`src/tiep_pkg.sv`:
```
`timescale 1ns / 1ps
// ----------------------------------------------------------------------------
// tiep_pkg: shared types and constants for the terminal input parser
// Modes, event kinds, named key codes and the front-to-back queue entry.
// ----------------------------------------------------------------------------
package tiep_pkg;

	localparam int MAX_PARAMS = 3;
	localparam int PARAM_BITS = 21;
	localparam int CODE_W     = 21;
	localparam int POS_W      = 22;
	localparam int QDEPTH     = 4;
	localparam int QPTR_W     = $clog2(QDEPTH);

	localparam logic [PARAM_BITS-1:0] PARAM_MAX = {PARAM_BITS{1'b1}};
	localparam logic [CODE_W-1:0]     CODE_MAX  = {CODE_W{1'b1}};
	localparam logic [7:0]            BYTE_ESC  = 8'h1b;
	localparam int                    PASTE_OPEN = 200;

	typedef enum logic [2:0] {
		MODE_NORMAL = 3'd0,
		MODE_ESCAPE = 3'd1,
		MODE_SS3    = 3'd2,
		MODE_CSI    = 3'd3,
		MODE_PASTE  = 3'd4
	} mode_t;

	typedef enum logic [2:0] {
		EV_CHAR      = 3'd0,
		EV_KEY       = 3'd1,
		EV_MOUSE     = 3'd2,
		EV_PASTE     = 3'd3,
		EV_PASTE_END = 3'd4
	} ev_kind_t;

	localparam logic [CODE_W-1:0] K_ENTER  = 21'd0;
	localparam logic [CODE_W-1:0] K_TAB    = 21'd1;
	localparam logic [CODE_W-1:0] K_BKSP   = 21'd2;
	localparam logic [CODE_W-1:0] K_ESC    = 21'd3;
	localparam logic [CODE_W-1:0] K_UP     = 21'd4;
	localparam logic [CODE_W-1:0] K_DOWN   = 21'd5;
	localparam logic [CODE_W-1:0] K_RIGHT  = 21'd6;
	localparam logic [CODE_W-1:0] K_LEFT   = 21'd7;
	localparam logic [CODE_W-1:0] K_HOME   = 21'd8;
	localparam logic [CODE_W-1:0] K_END    = 21'd9;
	localparam logic [CODE_W-1:0] K_INSERT = 21'd10;
	localparam logic [CODE_W-1:0] K_DELETE = 21'd11;
	localparam logic [CODE_W-1:0] K_PGUP   = 21'd12;
	localparam logic [CODE_W-1:0] K_PGDN   = 21'd13;
	localparam logic [CODE_W-1:0] K_F1     = 21'd14;

	// what the back end does with one queued item
	typedef enum logic [1:0] {
		ACT_NONE  = 2'd0,  // no event
		ACT_ONE   = 2'd1,  // one event from the entry fields
		ACT_ESC1  = 2'd2,  // Escape, then the entry event if has_ev
		ACT_PFX   = 2'd3   // terminator prefix bytes, then the entry event if has_ev
	} act_t;

	typedef struct packed {
		act_t              act;
		logic              has_ev;
		logic [2:0]        pfx_len;
		logic [2:0]        kind;
		logic [CODE_W-1:0] code;
		logic [2:0]        mods;
		logic [2:0]        mouse_kind;
		logic [1:0]        mouse_button;
		logic [POS_W-1:0]  col;
		logic [POS_W-1:0]  row;
	} qent_t;

	function automatic logic [7:0] term_byte(input logic [2:0] k);
		case (k)
			3'd0:    term_byte = 8'h1b;
			3'd1:    term_byte = 8'h5b;
			3'd2:    term_byte = 8'h32;
			3'd3:    term_byte = 8'h30;
			3'd4:    term_byte = 8'h31;
			3'd5:    term_byte = 8'h7e;
			default: term_byte = 8'h00;
		endcase
	endfunction

endpackage

```
`src/terminal_input_escape_parser_unit.sv`:
```
`timescale 1ns / 1ps
// ----------------------------------------------------------------------------
// terminal_input_escape_parser_unit: xterm-style terminal input decoder
// Turns raw terminal bytes into key, mouse and paste events.
// ----------------------------------------------------------------------------
// channel | dir | tdata (low bit first)                   | tuser      | tlast
// s_axis  | in  | in_byte[7:0]                            | op         | -
// m_axis  | out | code, mods, mouse_kind, mouse_button,   | event_kind | last
//         |     | col, row (73 bits, zero pad to 80)      |            |
//
// One input item per cycle. The front end classifies each item and queues
// one action; the back end emits the events of that action one after another
// (at most 6, none for some items) and stalls while m_axis is not ready, and
// the 4-entry queue throttles s_axis_tready only when it fills.
// arst_n clears mode, parameter and queue state; no clearing pass is needed.
// Output is a registered stage: the next item is taken while a result waits.
// ----------------------------------------------------------------------------
module terminal_input_escape_parser_unit (
	input  logic        clk,
	input  logic        arst_n,
	input  logic        s_axis_tvalid,
	output logic        s_axis_tready,
	input  logic [7:0]  s_axis_tdata,   // in_byte[7:0]
	input  logic        s_axis_tuser,   // op
	output logic        m_axis_tvalid,
	input  logic        m_axis_tready,
	// [20:0] code, [23:21] mods, [26:24] mouse_kind, [28:27] mouse_button,
	// [50:29] col, [72:51] row, [79:73] zero
	output logic [79:0] m_axis_tdata,
	output logic [2:0]  m_axis_tuser,   // [2:0] event_kind
	output logic        m_axis_tlast
);

	logic            q_push, q_full, q_pop, q_ne;
	tiep_pkg::qent_t q_w, q_r;
	logic [2:0]      o_mods, o_mkind;
	logic [1:0]      o_btn;
	logic [tiep_pkg::CODE_W-1:0] o_code;
	logic [tiep_pkg::POS_W-1:0]  o_col, o_row;

	tiep_front u_front (
		.clk      (clk),
		.arst_n   (arst_n),
		.in_valid (s_axis_tvalid),
		.in_ready (s_axis_tready),
		.in_op    (s_axis_tuser),
		.in_byte  (s_axis_tdata),
		.q_push   (q_push),
		.q_data   (q_w),
		.q_full   (q_full)
	);

	tiep_queue u_queue (
		.clk       (clk),
		.arst_n    (arst_n),
		.push      (q_push),
		.wdata     (q_w),
		.full      (q_full),
		.pop       (q_pop),
		.rdata     (q_r),
		.not_empty (q_ne)
	);

	tiep_back u_back (
		.clk       (clk),
		.arst_n    (arst_n),
		.q_valid   (q_ne),
		.q_data    (q_r),
		.q_pop     (q_pop),
		.out_valid (m_axis_tvalid),
		.out_ready (m_axis_tready),
		.out_kind  (m_axis_tuser),
		.out_code  (o_code),
		.out_mods  (o_mods),
		.out_mkind (o_mkind),
		.out_btn   (o_btn),
		.out_col   (o_col),
		.out_row   (o_row),
		.out_last  (m_axis_tlast)
	);

	assign m_axis_tdata = {7'd0, o_row, o_col, o_btn, o_mkind, o_mods, o_code};

endmodule

```
`src/tiep_front.sv`:
```
`timescale 1ns / 1ps
// ----------------------------------------------------------------------------
// tiep_front: byte classifier and sequence state
// Tracks escape/CSI/paste state, one byte a cycle unless the queue is full, and queues one action.
// ----------------------------------------------------------------------------
module tiep_front (
	input  logic                clk,
	input  logic                arst_n,
	input  logic                in_valid,
	output logic                in_ready,
	input  logic                in_op,
	input  logic [7:0]          in_byte,
	output logic                q_push,
	output tiep_pkg::qent_t     q_data,
	input  logic                q_full
);

	localparam int PB = tiep_pkg::PARAM_BITS;
	localparam int CW = tiep_pkg::CODE_W;
	localparam int PW = tiep_pkg::POS_W;
	localparam int NP = tiep_pkg::MAX_PARAMS;
	localparam int CNT_W = $clog2(NP + 1);

	tiep_pkg::mode_t   mode_q, mode_d;
	logic [PB-1:0]     pval_q [NP];
	logic [NP-1:0]     pvld_q;
	logic [CNT_W-1:0]  pcnt_q;
	logic [PB-1:0]     cur_q;
	logic              cur_vld_q;
	logic              sub_q;
	logic              mouse_q;
	logic [2:0]        tmatch_q;

	logic              fire;
	tiep_pkg::qent_t   ent;
	logic [PB-1:0]     p_val [NP];
	logic [NP-1:0]     p_vld;
	logic [PB+3:0]     acc;
	logic [PB-1:0]     acc_sat;
	logic              is_digit, is_final;

	assign in_ready = !q_full;
	assign fire     = in_valid && in_ready;
	assign q_push   = fire;
	assign q_data   = ent;

	assign is_digit = (in_byte >= 8'h30) && (in_byte <= 8'h39);
	assign is_final = !is_digit && (in_byte != 8'h3a) && (in_byte != 8'h3b)
		&& !(in_byte == 8'h3c && pcnt_q == '0 && !cur_vld_q && !sub_q);
	assign acc = (cur_vld_q ? ({4'd0, cur_q} * (PB+4)'(10)) : '0)
		+ (PB+4)'(in_byte - 8'h30);
	assign acc_sat = (acc > (PB+4)'(tiep_pkg::PARAM_MAX)) ? tiep_pkg::PARAM_MAX
		: acc[PB-1:0];

	// parameter view after pushing the current one (used on a final byte)
	always_comb begin
		for (int i = 0; i < NP; i++) begin
			if (i < int'(pcnt_q)) begin
				p_val[i] = pval_q[i];
				p_vld[i] = pvld_q[i];
			end else if (i == int'(pcnt_q)) begin
				p_val[i] = cur_q;
				p_vld[i] = cur_vld_q;
			end else begin
				p_val[i] = '0;
				p_vld[i] = 1'b0;
			end
		end
	end

	function automatic logic [CW-1:0] sat_code(input logic [PB-1:0] v);
		if ((PB+1)'(v) > (PB+1)'(tiep_pkg::CODE_MAX)) sat_code = tiep_pkg::CODE_MAX;
		else sat_code = CW'(v);
	endfunction

	function automatic void clear_ev(output tiep_pkg::qent_t e);
		e = '0;
		e.act = tiep_pkg::ACT_NONE;
	endfunction

	// normal-mode byte decode: returns has_ev and fields
	function automatic logic norm_ev(input logic [7:0] b, output logic [2:0] k,
			output logic [CW-1:0] c);
		norm_ev = 1'b1;
		k = tiep_pkg::EV_KEY;
		c = '0;
		if (b == 8'h0a) c = tiep_pkg::K_ENTER;
		else if (b == 8'h09) c = tiep_pkg::K_TAB;
		else if (b == 8'h7f) c = tiep_pkg::K_BKSP;
		else if (b >= 8'h20 && b <= 8'h7e) begin
			k = tiep_pkg::EV_CHAR;
			c = CW'(b);
		end else norm_ev = 1'b0;
	endfunction

	always_comb begin
		logic [2:0]    m, mods;
		logic [PB-1:0] p0, p1;
		logic [2:0]    nk;
		logic [CW-1:0] nc;
		logic          ne;
		logic [1:0]    low;
		clear_ev(ent);
		mode_d = mode_q;
		m = '0; mods = '0; p0 = '0; p1 = '0; nk = '0; nc = '0; ne = 1'b0; low = '0;
		if (in_op) begin
			if (mode_q == tiep_pkg::MODE_ESCAPE || mode_q == tiep_pkg::MODE_SS3) begin
				ent.act = tiep_pkg::ACT_ONE;
				ent.kind = tiep_pkg::EV_KEY;
				ent.code = tiep_pkg::K_ESC;
			end
			mode_d = tiep_pkg::MODE_NORMAL;
		end else begin
			case (mode_q)
				tiep_pkg::MODE_ESCAPE: begin
					mode_d = tiep_pkg::MODE_NORMAL;
					if (in_byte == 8'h5b) mode_d = tiep_pkg::MODE_CSI;
					else if (in_byte == 8'h4f) mode_d = tiep_pkg::MODE_SS3;
					else if (in_byte == tiep_pkg::BYTE_ESC) begin
						ent.act = tiep_pkg::ACT_ONE;
						ent.kind = tiep_pkg::EV_KEY;
						ent.code = tiep_pkg::K_ESC;
						mode_d = tiep_pkg::MODE_ESCAPE;
					end else begin
						ne = norm_ev(in_byte, nk, nc);
						ent.act = tiep_pkg::ACT_ESC1;
						ent.has_ev = ne;
						ent.kind = nk;
						ent.code = nc;
					end
				end
				tiep_pkg::MODE_SS3: begin
					mode_d = tiep_pkg::MODE_NORMAL;
					if (in_byte >= 8'h50 && in_byte <= 8'h53) begin
						ent.act = tiep_pkg::ACT_ONE;
						ent.kind = tiep_pkg::EV_KEY;
						ent.code = tiep_pkg::K_F1 + CW'(in_byte - 8'h50);
					end
				end
				tiep_pkg::MODE_CSI: begin
					if (is_final) begin
						mode_d = tiep_pkg::MODE_NORMAL;
						p0 = p_vld[0] ? p_val[0] : '0;
						if (in_byte == 8'h7e && !mouse_q && p_vld[0]
								&& p_val[0] == PB'(tiep_pkg::PASTE_OPEN)) begin
							mode_d = tiep_pkg::MODE_PASTE;
						end else if (mouse_q) begin
							if ((in_byte == 8'h4d || in_byte == 8'h6d)
									&& p_vld[0] && p_vld[1] && p_vld[2]) begin
								ent.act = tiep_pkg::ACT_ONE;
								ent.kind = tiep_pkg::EV_MOUSE;
								ent.mods = {p_val[0][4], p_val[0][3], p_val[0][2]};
								low = p_val[0][1:0];
								if (p_val[0][6]) begin
									ent.mouse_kind = (low == 2'd0) ? 3'd3 : 3'd4;
									ent.mouse_button = 2'd0;
								end else begin
									ent.mouse_button = (low == 2'd3) ? 2'd0 : low + 2'd1;
									ent.mouse_kind = p_val[0][5] ? 3'd2
										: (in_byte == 8'h4d ? 3'd0 : 3'd1);
								end
								ent.col = PW'(sat_code(p_val[1])) - PW'(1);
								ent.row = PW'(sat_code(p_val[2])) - PW'(1);
							end
						end else begin
							p1 = p_vld[1] ? p_val[1] : PB'(1);
							mods = (p1 >= PB'(1)) ? 3'(p1 - PB'(1)) : 3'd0;
							ent.kind = tiep_pkg::EV_KEY;
							ent.mods = mods;
							ent.act = tiep_pkg::ACT_ONE;
							case (in_byte)
								8'h41: ent.code = tiep_pkg::K_UP;
								8'h42: ent.code = tiep_pkg::K_DOWN;
								8'h43: ent.code = tiep_pkg::K_RIGHT;
								8'h44: ent.code = tiep_pkg::K_LEFT;
								8'h48: ent.code = tiep_pkg::K_HOME;
								8'h46: ent.code = tiep_pkg::K_END;
								8'h7e: begin
									case (p0)
										PB'(2):  ent.code = tiep_pkg::K_INSERT;
										PB'(3):  ent.code = tiep_pkg::K_DELETE;
										PB'(4), PB'(8): ent.code = tiep_pkg::K_END;
										PB'(5):  ent.code = tiep_pkg::K_PGUP;
										PB'(6):  ent.code = tiep_pkg::K_PGDN;
										PB'(7):  ent.code = tiep_pkg::K_HOME;
										PB'(11), PB'(12), PB'(13), PB'(14), PB'(15):
											ent.code = tiep_pkg::K_F1 + CW'(p0 - PB'(11));
										PB'(17), PB'(18), PB'(19), PB'(20), PB'(21):
											ent.code = tiep_pkg::K_F1 + CW'(5)
												+ CW'(p0 - PB'(17));
										PB'(23), PB'(24):
											ent.code = tiep_pkg::K_F1 + CW'(10)
												+ CW'(p0 - PB'(23));
										default: ent.act = tiep_pkg::ACT_NONE;
									endcase
								end
								8'h75: begin
									if (!p_vld[0]) ent.act = tiep_pkg::ACT_NONE;
									else if (p_val[0] == PB'(9)) ent.code = tiep_pkg::K_TAB;
									else if (p_val[0] == PB'(13)) ent.code = tiep_pkg::K_ENTER;
									else if (p_val[0] == PB'(27)) ent.code = tiep_pkg::K_ESC;
									else if (p_val[0] == PB'(127)) ent.code = tiep_pkg::K_BKSP;
									else begin
										ent.kind = tiep_pkg::EV_CHAR;
										ent.code = sat_code(p_val[0]);
									end
								end
								default: ent.act = tiep_pkg::ACT_NONE;
							endcase
						end
					end
				end
				tiep_pkg::MODE_PASTE: begin
					m = (tmatch_q < 3'd6) ? tmatch_q : 3'd0;
					if (in_byte == tiep_pkg::term_byte(m)) begin
						if (m == 3'd5) begin
							mode_d = tiep_pkg::MODE_NORMAL;
							ent.act = tiep_pkg::ACT_ONE;
							ent.kind = tiep_pkg::EV_PASTE_END;
						end
					end else begin
						ent.kind = tiep_pkg::EV_PASTE;
						ent.code = CW'(in_byte);
						if (m > 3'd0) begin
							ent.act = tiep_pkg::ACT_PFX;
							ent.pfx_len = m;
							ent.has_ev = (in_byte != tiep_pkg::BYTE_ESC);
						end else begin
							ent.act = tiep_pkg::ACT_ONE;
						end
					end
				end
				default: begin
					mode_d = tiep_pkg::MODE_NORMAL;
					if (in_byte == tiep_pkg::BYTE_ESC) mode_d = tiep_pkg::MODE_ESCAPE;
					else begin
						ne = norm_ev(in_byte, nk, nc);
						ent.act = ne ? tiep_pkg::ACT_ONE : tiep_pkg::ACT_NONE;
						ent.kind = nk;
						ent.code = nc;
					end
				end
			endcase
		end
	end

	always_ff @(posedge clk or negedge arst_n) begin
		if (!arst_n) begin
			mode_q    <= tiep_pkg::MODE_NORMAL;
			pvld_q    <= '0;
			pcnt_q    <= '0;
			cur_q     <= '0;
			cur_vld_q <= 1'b0;
			sub_q     <= 1'b0;
			mouse_q   <= 1'b0;
			tmatch_q  <= '0;
			for (int i = 0; i < NP; i++) pval_q[i] <= '0;
		end else if (fire) begin
			mode_q <= mode_d;
			if (in_op) begin
				tmatch_q <= '0;
			end else if (mode_q == tiep_pkg::MODE_ESCAPE && in_byte == 8'h5b) begin
				pvld_q    <= '0;
				pcnt_q    <= '0;
				cur_q     <= '0;
				cur_vld_q <= 1'b0;
				sub_q     <= 1'b0;
				mouse_q   <= 1'b0;
			end else if (mode_q == tiep_pkg::MODE_CSI) begin
				if (!is_final && in_byte == 8'h3c) mouse_q <= 1'b1;
				else if (is_digit) begin
					if (!sub_q) begin
						cur_q     <= acc_sat;
						cur_vld_q <= 1'b1;
					end
				end else if (in_byte == 8'h3a) sub_q <= 1'b1;
				else begin
					if (int'(pcnt_q) < NP) begin
						pval_q[pcnt_q[CNT_W-1:0]] <= cur_q;
						pvld_q[pcnt_q[CNT_W-1:0]] <= cur_vld_q;
						pcnt_q <= pcnt_q + CNT_W'(1);
					end
					cur_q     <= '0;
					cur_vld_q <= 1'b0;
					sub_q     <= 1'b0;
					if (mode_d == tiep_pkg::MODE_PASTE) tmatch_q <= '0;
				end
			end else if (mode_q == tiep_pkg::MODE_PASTE) begin
				if (in_byte == tiep_pkg::term_byte((tmatch_q < 3'd6) ? tmatch_q : 3'd0))
					tmatch_q <= (mode_d == tiep_pkg::MODE_NORMAL) ? 3'd0
						: ((tmatch_q < 3'd6) ? tmatch_q : 3'd0) + 3'd1;
				else if (tmatch_q != 3'd0 && tmatch_q < 3'd6
						&& in_byte == tiep_pkg::BYTE_ESC) tmatch_q <= 3'd1;
				else tmatch_q <= '0;
			end
		end
	end

endmodule

```
`src/tiep_queue.sv`:
```
`timescale 1ns / 1ps
// ----------------------------------------------------------------------------
// tiep_queue: short action queue between front and back end
// Register-based FIFO; pushes and pops may happen in the same cycle.
// ----------------------------------------------------------------------------
module tiep_queue (
	input  logic            clk,
	input  logic            arst_n,
	input  logic            push,
	input  tiep_pkg::qent_t wdata,
	output logic            full,
	input  logic            pop,
	output tiep_pkg::qent_t rdata,
	output logic            not_empty
);

	localparam int PW = tiep_pkg::QPTR_W;

	tiep_pkg::qent_t mem_q [tiep_pkg::QDEPTH];
	logic [PW-1:0]   wp_q, rp_q;
	logic [PW:0]     cnt_q;

	assign full      = (cnt_q == (PW+1)'(tiep_pkg::QDEPTH));
	assign not_empty = (cnt_q != '0);
	assign rdata     = mem_q[rp_q];

	always_ff @(posedge clk) begin
		if (push) mem_q[wp_q] <= wdata;
	end

	always_ff @(posedge clk or negedge arst_n) begin
		if (!arst_n) begin
			wp_q  <= '0;
			rp_q  <= '0;
			cnt_q <= '0;
		end else begin
			if (push) wp_q <= wp_q + PW'(1);
			if (pop)  rp_q <= rp_q + PW'(1);
			cnt_q <= cnt_q + (PW+1)'(push) - (PW+1)'(pop);
		end
	end

	no_overflow: assert property (@(posedge clk) disable iff (!arst_n)
		full |-> !push) else $error("queue overflow");
	no_underflow: assert property (@(posedge clk) disable iff (!arst_n)
		!not_empty |-> !pop) else $error("queue underflow");
	count_step: assert property (@(posedge clk) disable iff (!arst_n)
		(push && !pop) |=> cnt_q == $past(cnt_q) + (PW+1)'(1))
		else $error("queue count");

endmodule

```
`src/tiep_back.sv`:
```
`timescale 1ns / 1ps
// ----------------------------------------------------------------------------
// tiep_back: event sequencer
// Expands one queued action into its run of events into an output register.
// ----------------------------------------------------------------------------
module tiep_back (
	input  logic              clk,
	input  logic              arst_n,
	input  logic              q_valid,
	input  tiep_pkg::qent_t   q_data,
	output logic              q_pop,
	output logic              out_valid,
	input  logic              out_ready,
	output logic [2:0]        out_kind,
	output logic [tiep_pkg::CODE_W-1:0] out_code,
	output logic [2:0]        out_mods,
	output logic [2:0]        out_mkind,
	output logic [1:0]        out_btn,
	output logic [tiep_pkg::POS_W-1:0] out_col,
	output logic [tiep_pkg::POS_W-1:0] out_row,
	output logic              out_last
);

	logic [2:0] idx_q;        // event index within the current run
	logic       ov_q;
	logic       load;
	logic       emit;
	logic       final_ev;
	logic [2:0] n_ev;         // events in this run
	tiep_pkg::qent_t e;

	assign e = q_data;

	always_comb begin
		case (e.act)
			tiep_pkg::ACT_ONE:  n_ev = 3'd1;
			tiep_pkg::ACT_ESC1: n_ev = 3'd1 + 3'(e.has_ev);
			tiep_pkg::ACT_PFX:  n_ev = e.pfx_len + 3'(e.has_ev);
			default:            n_ev = 3'd0;
		endcase
	end

	assign load     = !ov_q || out_ready;
	assign emit     = q_valid && load && (n_ev != 3'd0);
	assign final_ev = (idx_q + 3'd1 >= n_ev);
	assign q_pop    = q_valid && ((n_ev == 3'd0) || (load && final_ev));
	assign out_valid = ov_q;

	always_ff @(posedge clk or negedge arst_n) begin
		if (!arst_n) begin
			ov_q  <= 1'b0;
			idx_q <= '0;
		end else begin
			if (load) ov_q <= emit;
			if (emit) idx_q <= final_ev ? 3'd0 : idx_q + 3'd1;
		end
	end

	always_ff @(posedge clk) begin
		if (emit) begin
			out_mods  <= e.mods;
			out_mkind <= e.mouse_kind;
			out_btn   <= e.mouse_button;
			out_col   <= e.col;
			out_row   <= e.row;
			out_last  <= final_ev;
			if (e.act == tiep_pkg::ACT_ESC1 && idx_q == 3'd0) begin
				out_kind <= tiep_pkg::EV_KEY;
				out_code <= tiep_pkg::K_ESC;
			end else if (e.act == tiep_pkg::ACT_PFX && idx_q < e.pfx_len) begin
				out_kind <= tiep_pkg::EV_PASTE;
				out_code <= tiep_pkg::CODE_W'(tiep_pkg::term_byte(idx_q));
			end else begin
				out_kind <= e.kind;
				out_code <= e.code;
			end
		end
	end

	stall_hold: assert property (@(posedge clk) disable iff (!arst_n)
		(ov_q && !out_ready) |=> ov_q && $stable(out_code) && $stable(out_last))
		else $error("output changed under stall");
	idx_bound: assert property (@(posedge clk) disable iff (!arst_n)
		idx_q < 3'd6) else $error("run index out of range");
	pop_ends_run: assert property (@(posedge clk) disable iff (!arst_n)
		(q_pop && n_ev != 3'd0) |=> out_last) else $error("pop before run end");

endmodule

```
`config.mk`:
```
export PLATFORM = sky130hd
export DESIGN_NAME = terminal_input_escape_parser_unit
export DESIGN_NICKNAME = d
export VERILOG_FILES = /design/src/tiep_pkg.sv /design/src/terminal_input_escape_parser_unit.sv /design/src/tiep_front.sv /design/src/tiep_queue.sv /design/src/tiep_back.sv
export SDC_FILE = /design/constraint.sdc
export NUM_CORES = 1
export LEC_CHECK = 0
export BUFFER_PORTS_ARGS = -buffer_cell sky130_fd_sc_hd__buf_2
export CORE_MARGIN = 2
export CORE_UTILIZATION = 57
export CTS_CLUSTER_SIZE = 16
export DETAILED_ROUTE_END_ITERATION = 8
export GPL_TIMING_DRIVEN = 0
export MAX_ROUTING_LAYER = met4
export PLACE_DENSITY = 0.83
export SYNTH_ARGS = -nofsm -noshare
export SYNTH_HDL_FRONTEND = slang
export SYNTH_SLANG_ARGS = --single-unit
export TNS_END_PERCENT = 30
```
`constraint.sdc`:
```
create_clock -name clk -period 20.6 [get_ports clk]
set_input_delay 2.06 -clock clk [delete_from_list [all_inputs] [get_ports clk]]
set_output_delay 2.06 -clock clk [all_outputs]
set_load 0.1 [all_outputs]
```
==> results.md <==
- Critical Path Max Stage Delay: 0.68 ns
- PostCTS Resize Cnt: 0
- Largest net degree at the start of global routing: 59
- Fin crit period: 6.11 ns
- Final nets: 2346
- Cell Area, Synth: 26300 um^2
- CTS tree: done
- Top FF cell, synth: edfxtp_1
- CP Buf/Inv Count: 9
- Final Slew Violations: 0
- Area of the die: 48000 um^2
- Run status: finished, final reports clean
- Fillers: about 3.3k
- Initial antenna violation count: 0
- Grt total ovfl: 0
- Reg area: 14900 um^2
- Setup Viol. Count Final: 0
- Synth-to-layout area growth: 11.4%
- Layout Utilization: 64.6%
- RD Place Congestion: a little under 1
- Worst r2r path cells: 22
- VDD IR-drop max: 168 uV
- Number of library cell types mapped by synthesis: 95
- Setup Buffers After CTS: 0
- Drt drc: 0
- WHS Path Cells: 2
- Yosys reg bits: 514
- Global-route wire length before repair: 107000 um
- DR iter-0 viols: 2125
- Hold EP: u_front.pval_q[23]
- Core area: 45500 um^2
- Mapped Cells: 2060
- Top cells by area, synth: edfxtp_1 46%, dfrtp_1 10%, mux4_2 7.0%
- H-tree depth: 2
- Worst-Skew Late Latency: 0.58 ns
- DR pass1 iterations: 6
- Ant diodes: 0
- Routed length per instance: 24.3 um
- GRT Overall Usage: 30.0%
- Met3 usage: under 10%
- Kind of end point of the critical path: flip-flop
- Hold Path Origin: u_front.pval_q[23]
- Total CTS buffers: 47
- Starting Density: between 50% and 60%
- Clock Skew: about 0.021 ns
- Sequential area share after synthesis: 56.5%
- Synth warn: 0
- Placed inst area: roughly 28000 um^2
- Min-Delay Path Class: flip-flop to flip-flop
- Vias in the first global route: 18.1k
- R2r startpoint: u_front.pcnt_q[1]
- RSZ-0062 raised after global routing: no
- Global routing usage on met2: 47.8%
- Clock Tree Buf Depth: 3
- ANT nets after route: 0
- Routed WL: 69500 um
- Grt peak-use layer: met2
- Vias/cell: between 6 and 7
- Fin. Hold Viols: 0
- Slew margin rel.: between 15 and 20%
- Worst path cell trace: clkbuf_1 -> inv_1 -> clkbuf_1 -> ha_1 -> buf_6 -> buf_6 -> buf_4 -> clkbuf_1 -> mux2_2 -> inv_1 -> nor2_1 -> inv_1 -> ha_1 -> or3_1 -> a21oi_1 -> nor4_1 -> o211ai_1 -> o221ai_1 -> o21ai_0 -> a21oi_1 -> o21bai_1 -> a221oi_1
- FF-to-FF End: u_queue.mem_q[3][54]
- Vias post-DR: 18.4k
- Worst Max-Slew Pin Slew: roughly 1.3 ns
- Share of the synthesized area in the top cell type: 46.2%
- Startpoint types: flip-flop
- Mapped Avg Cell Area: 12.8 um^2
- Hold_ws: between 0.4 and 0.5 ns
- Multi-input logic area: roughly 11000 um^2
- Final period util: 29.7%
- Share of cells above drive strength 1: 17.9%
- Root Buffer: clkbuf_16
- WP data required: 20.87 ns
- Hold bufs inserted after CTS: 0
- Critical Path AT: 6.38 ns
- Port-buffer cells: 90
- I/O pin total: 99
- Setup_tns: 0 ns
- Dpl hpwl: 46500 um
- Leakage: 11.7 nW
- Die X: 219 um
- Synth area leader: edfxtp_1
- Total Power: between 3 and 4 mW
- Row count: just under 80
- Slowest CP cell: a221oi_1
- Ys async rst share: 21.2%
- Clock-pin slew on the worst setup and hold paths: 0.07 ns
- Grt met1 use: between 30% and 40%
- Fmax: approximately 160 MHz
- Max_cap viols: 0
- Die H: 219 um
- Number of flops mapped to enable cells by yosys: 405
- PwrDens: 129 nW/um^2
- Worst path top cell family by delay: buffers and inverters
- Setup CP Type: flip-flop to flip-flop
- Flop-to-flop setup slack: around 14 ns
- CTS sink cnt: 514
- Final instance area: 29400 um^2
- Worst-path maximum fanout: 11
-- cells by family after synthesis --
kind of cell / Yosys count / synth area share, %
AND/OR/NAND/NOR: 585 / 10.9
flip-flops: 514 / 56.5
AO/OA/AOI/OAI: 409 / 10.2
multiplexers: 176 / 11.0
buffers and inverters: 170 / 2.76
adder cells (fa/ha/maj): 116 / 5.59
XOR/XNOR: 89 / 2.96
other: 1 / 0.0142
-- cell usage after synthesis, drive strengths merged (20+ instances only) --
library cell and n:
nand3 31, a221o 20, xor2 35, o21ai 117
nor3 39, edfxtp 405, mux2 82, nor2 149
nor4 20, and2 28, inv 56, clkbuf 69
xnor2 54, and3 26, buf 44, nand2b 21
nor2b 35, dfrtp 109, a21oi 110, mux4 82
ha 113, nand2 177
-- how the worst max path moves through the flow --
stage / start / depth (start not counted) / slack, ns / end
final: u_front.pcnt_q[1] / 22 / 14.49 / u_queue.mem_q[3][54]
after global routing: u_front.pcnt_q[1] / 22 / 14.22 / u_queue.mem_q[3][54]
after CTS: s_axis_tdata[7] / 16 / 14.21 / u_front.cur_q[8]
after detailed placement: s_axis_tdata[7] / 16 / 13.64 / u_front.cur_q[18]
after global placement: u_queue.rp_q[0] / 9 / 9.16 / u_back.idx_q[0]
after floorplan: u_queue.rp_q[0] / 9 / 11.63 / u_back.idx_q[0]
-- final cells by class --
class                           count  area share [%]
Clock inverter                     30           0.925
Inverter                           57           0.729
Tap cell                          600            2.56
Buffer                            113            1.75
Multi-Input combinational cell   1382            36.7
Sequential cell                   514            50.7
Timing Repair Buffer              102            2.25
Clock buffer                       58            4.36
-- worst reg2reg max path: cells and delay by family, from the launching register on --
kind	cells	cell delay [ns]
buffers and inverters	9	2.17
AOI/OAI and AO/OA	7	1.83
adders and majority gates	2	0.52
muxes	1	0.45
and+or+nand+nor	3	0.43
DFF	1	0.41
-- report_power, final --
part	switching [mW]	internal (mW)
Sequential	0.0617	1.40
Clock	0.387	0.496
Combinational	1.09	0.348
-- per-layer routing --
metal	vias up	wire, um
met5	-	0
met3	210	5480
met2	1009	33700
li1	8136	-
met4	0	2830
met1	9041	27500
-- per-stage QoR --
| stage | worst slack [ns] | std cells |
|---|---|---|
| CTS | 14.21 | 2855 |
| finish | 14.49 | 2856 |
| detailed placement | 13.64 | 2767 |
| global route | 14.22 | 2856 |
| global placement | 9.16 | 2756 |
| floorplan | 11.63 | 2066 |
-- registers in the layout, summed over array words and instances (netlist names), 21 cells and up --
signal,flops
u_queue.mem_q,328
u_back.out_code,21
u_back.out_row,22
u_front.cur_q,21
u_front.pval_q,63
u_back.out_col,22
-- cell usage in the layout (no fill, tap or decap), drive strengths merged, types with 9 or more instances in the layout --
cell / count
mux4: 82
o21ai: 117
clkbuf: 127
or3: 14
mux2: 82
a21oi: 110
buf: 146
a21o: 15
nand2b: 21
nor2b: 35
clkinv: 23
nor4: 20
inv: 59
a221o: 20
mux2i: 12
o22ai: 11
and3: 26
edfxtp: 405
a211oi: 12
nor3: 39
nand4: 9
ha: 113
xnor2: 54
nand3: 31
and2: 28
xor2: 35
nand2: 177
nor2: 149
a31oi: 16
o21a: 10
o211ai: 9
dfrtp: 109
Note: power is estimated with default switching activity, not from simulation.
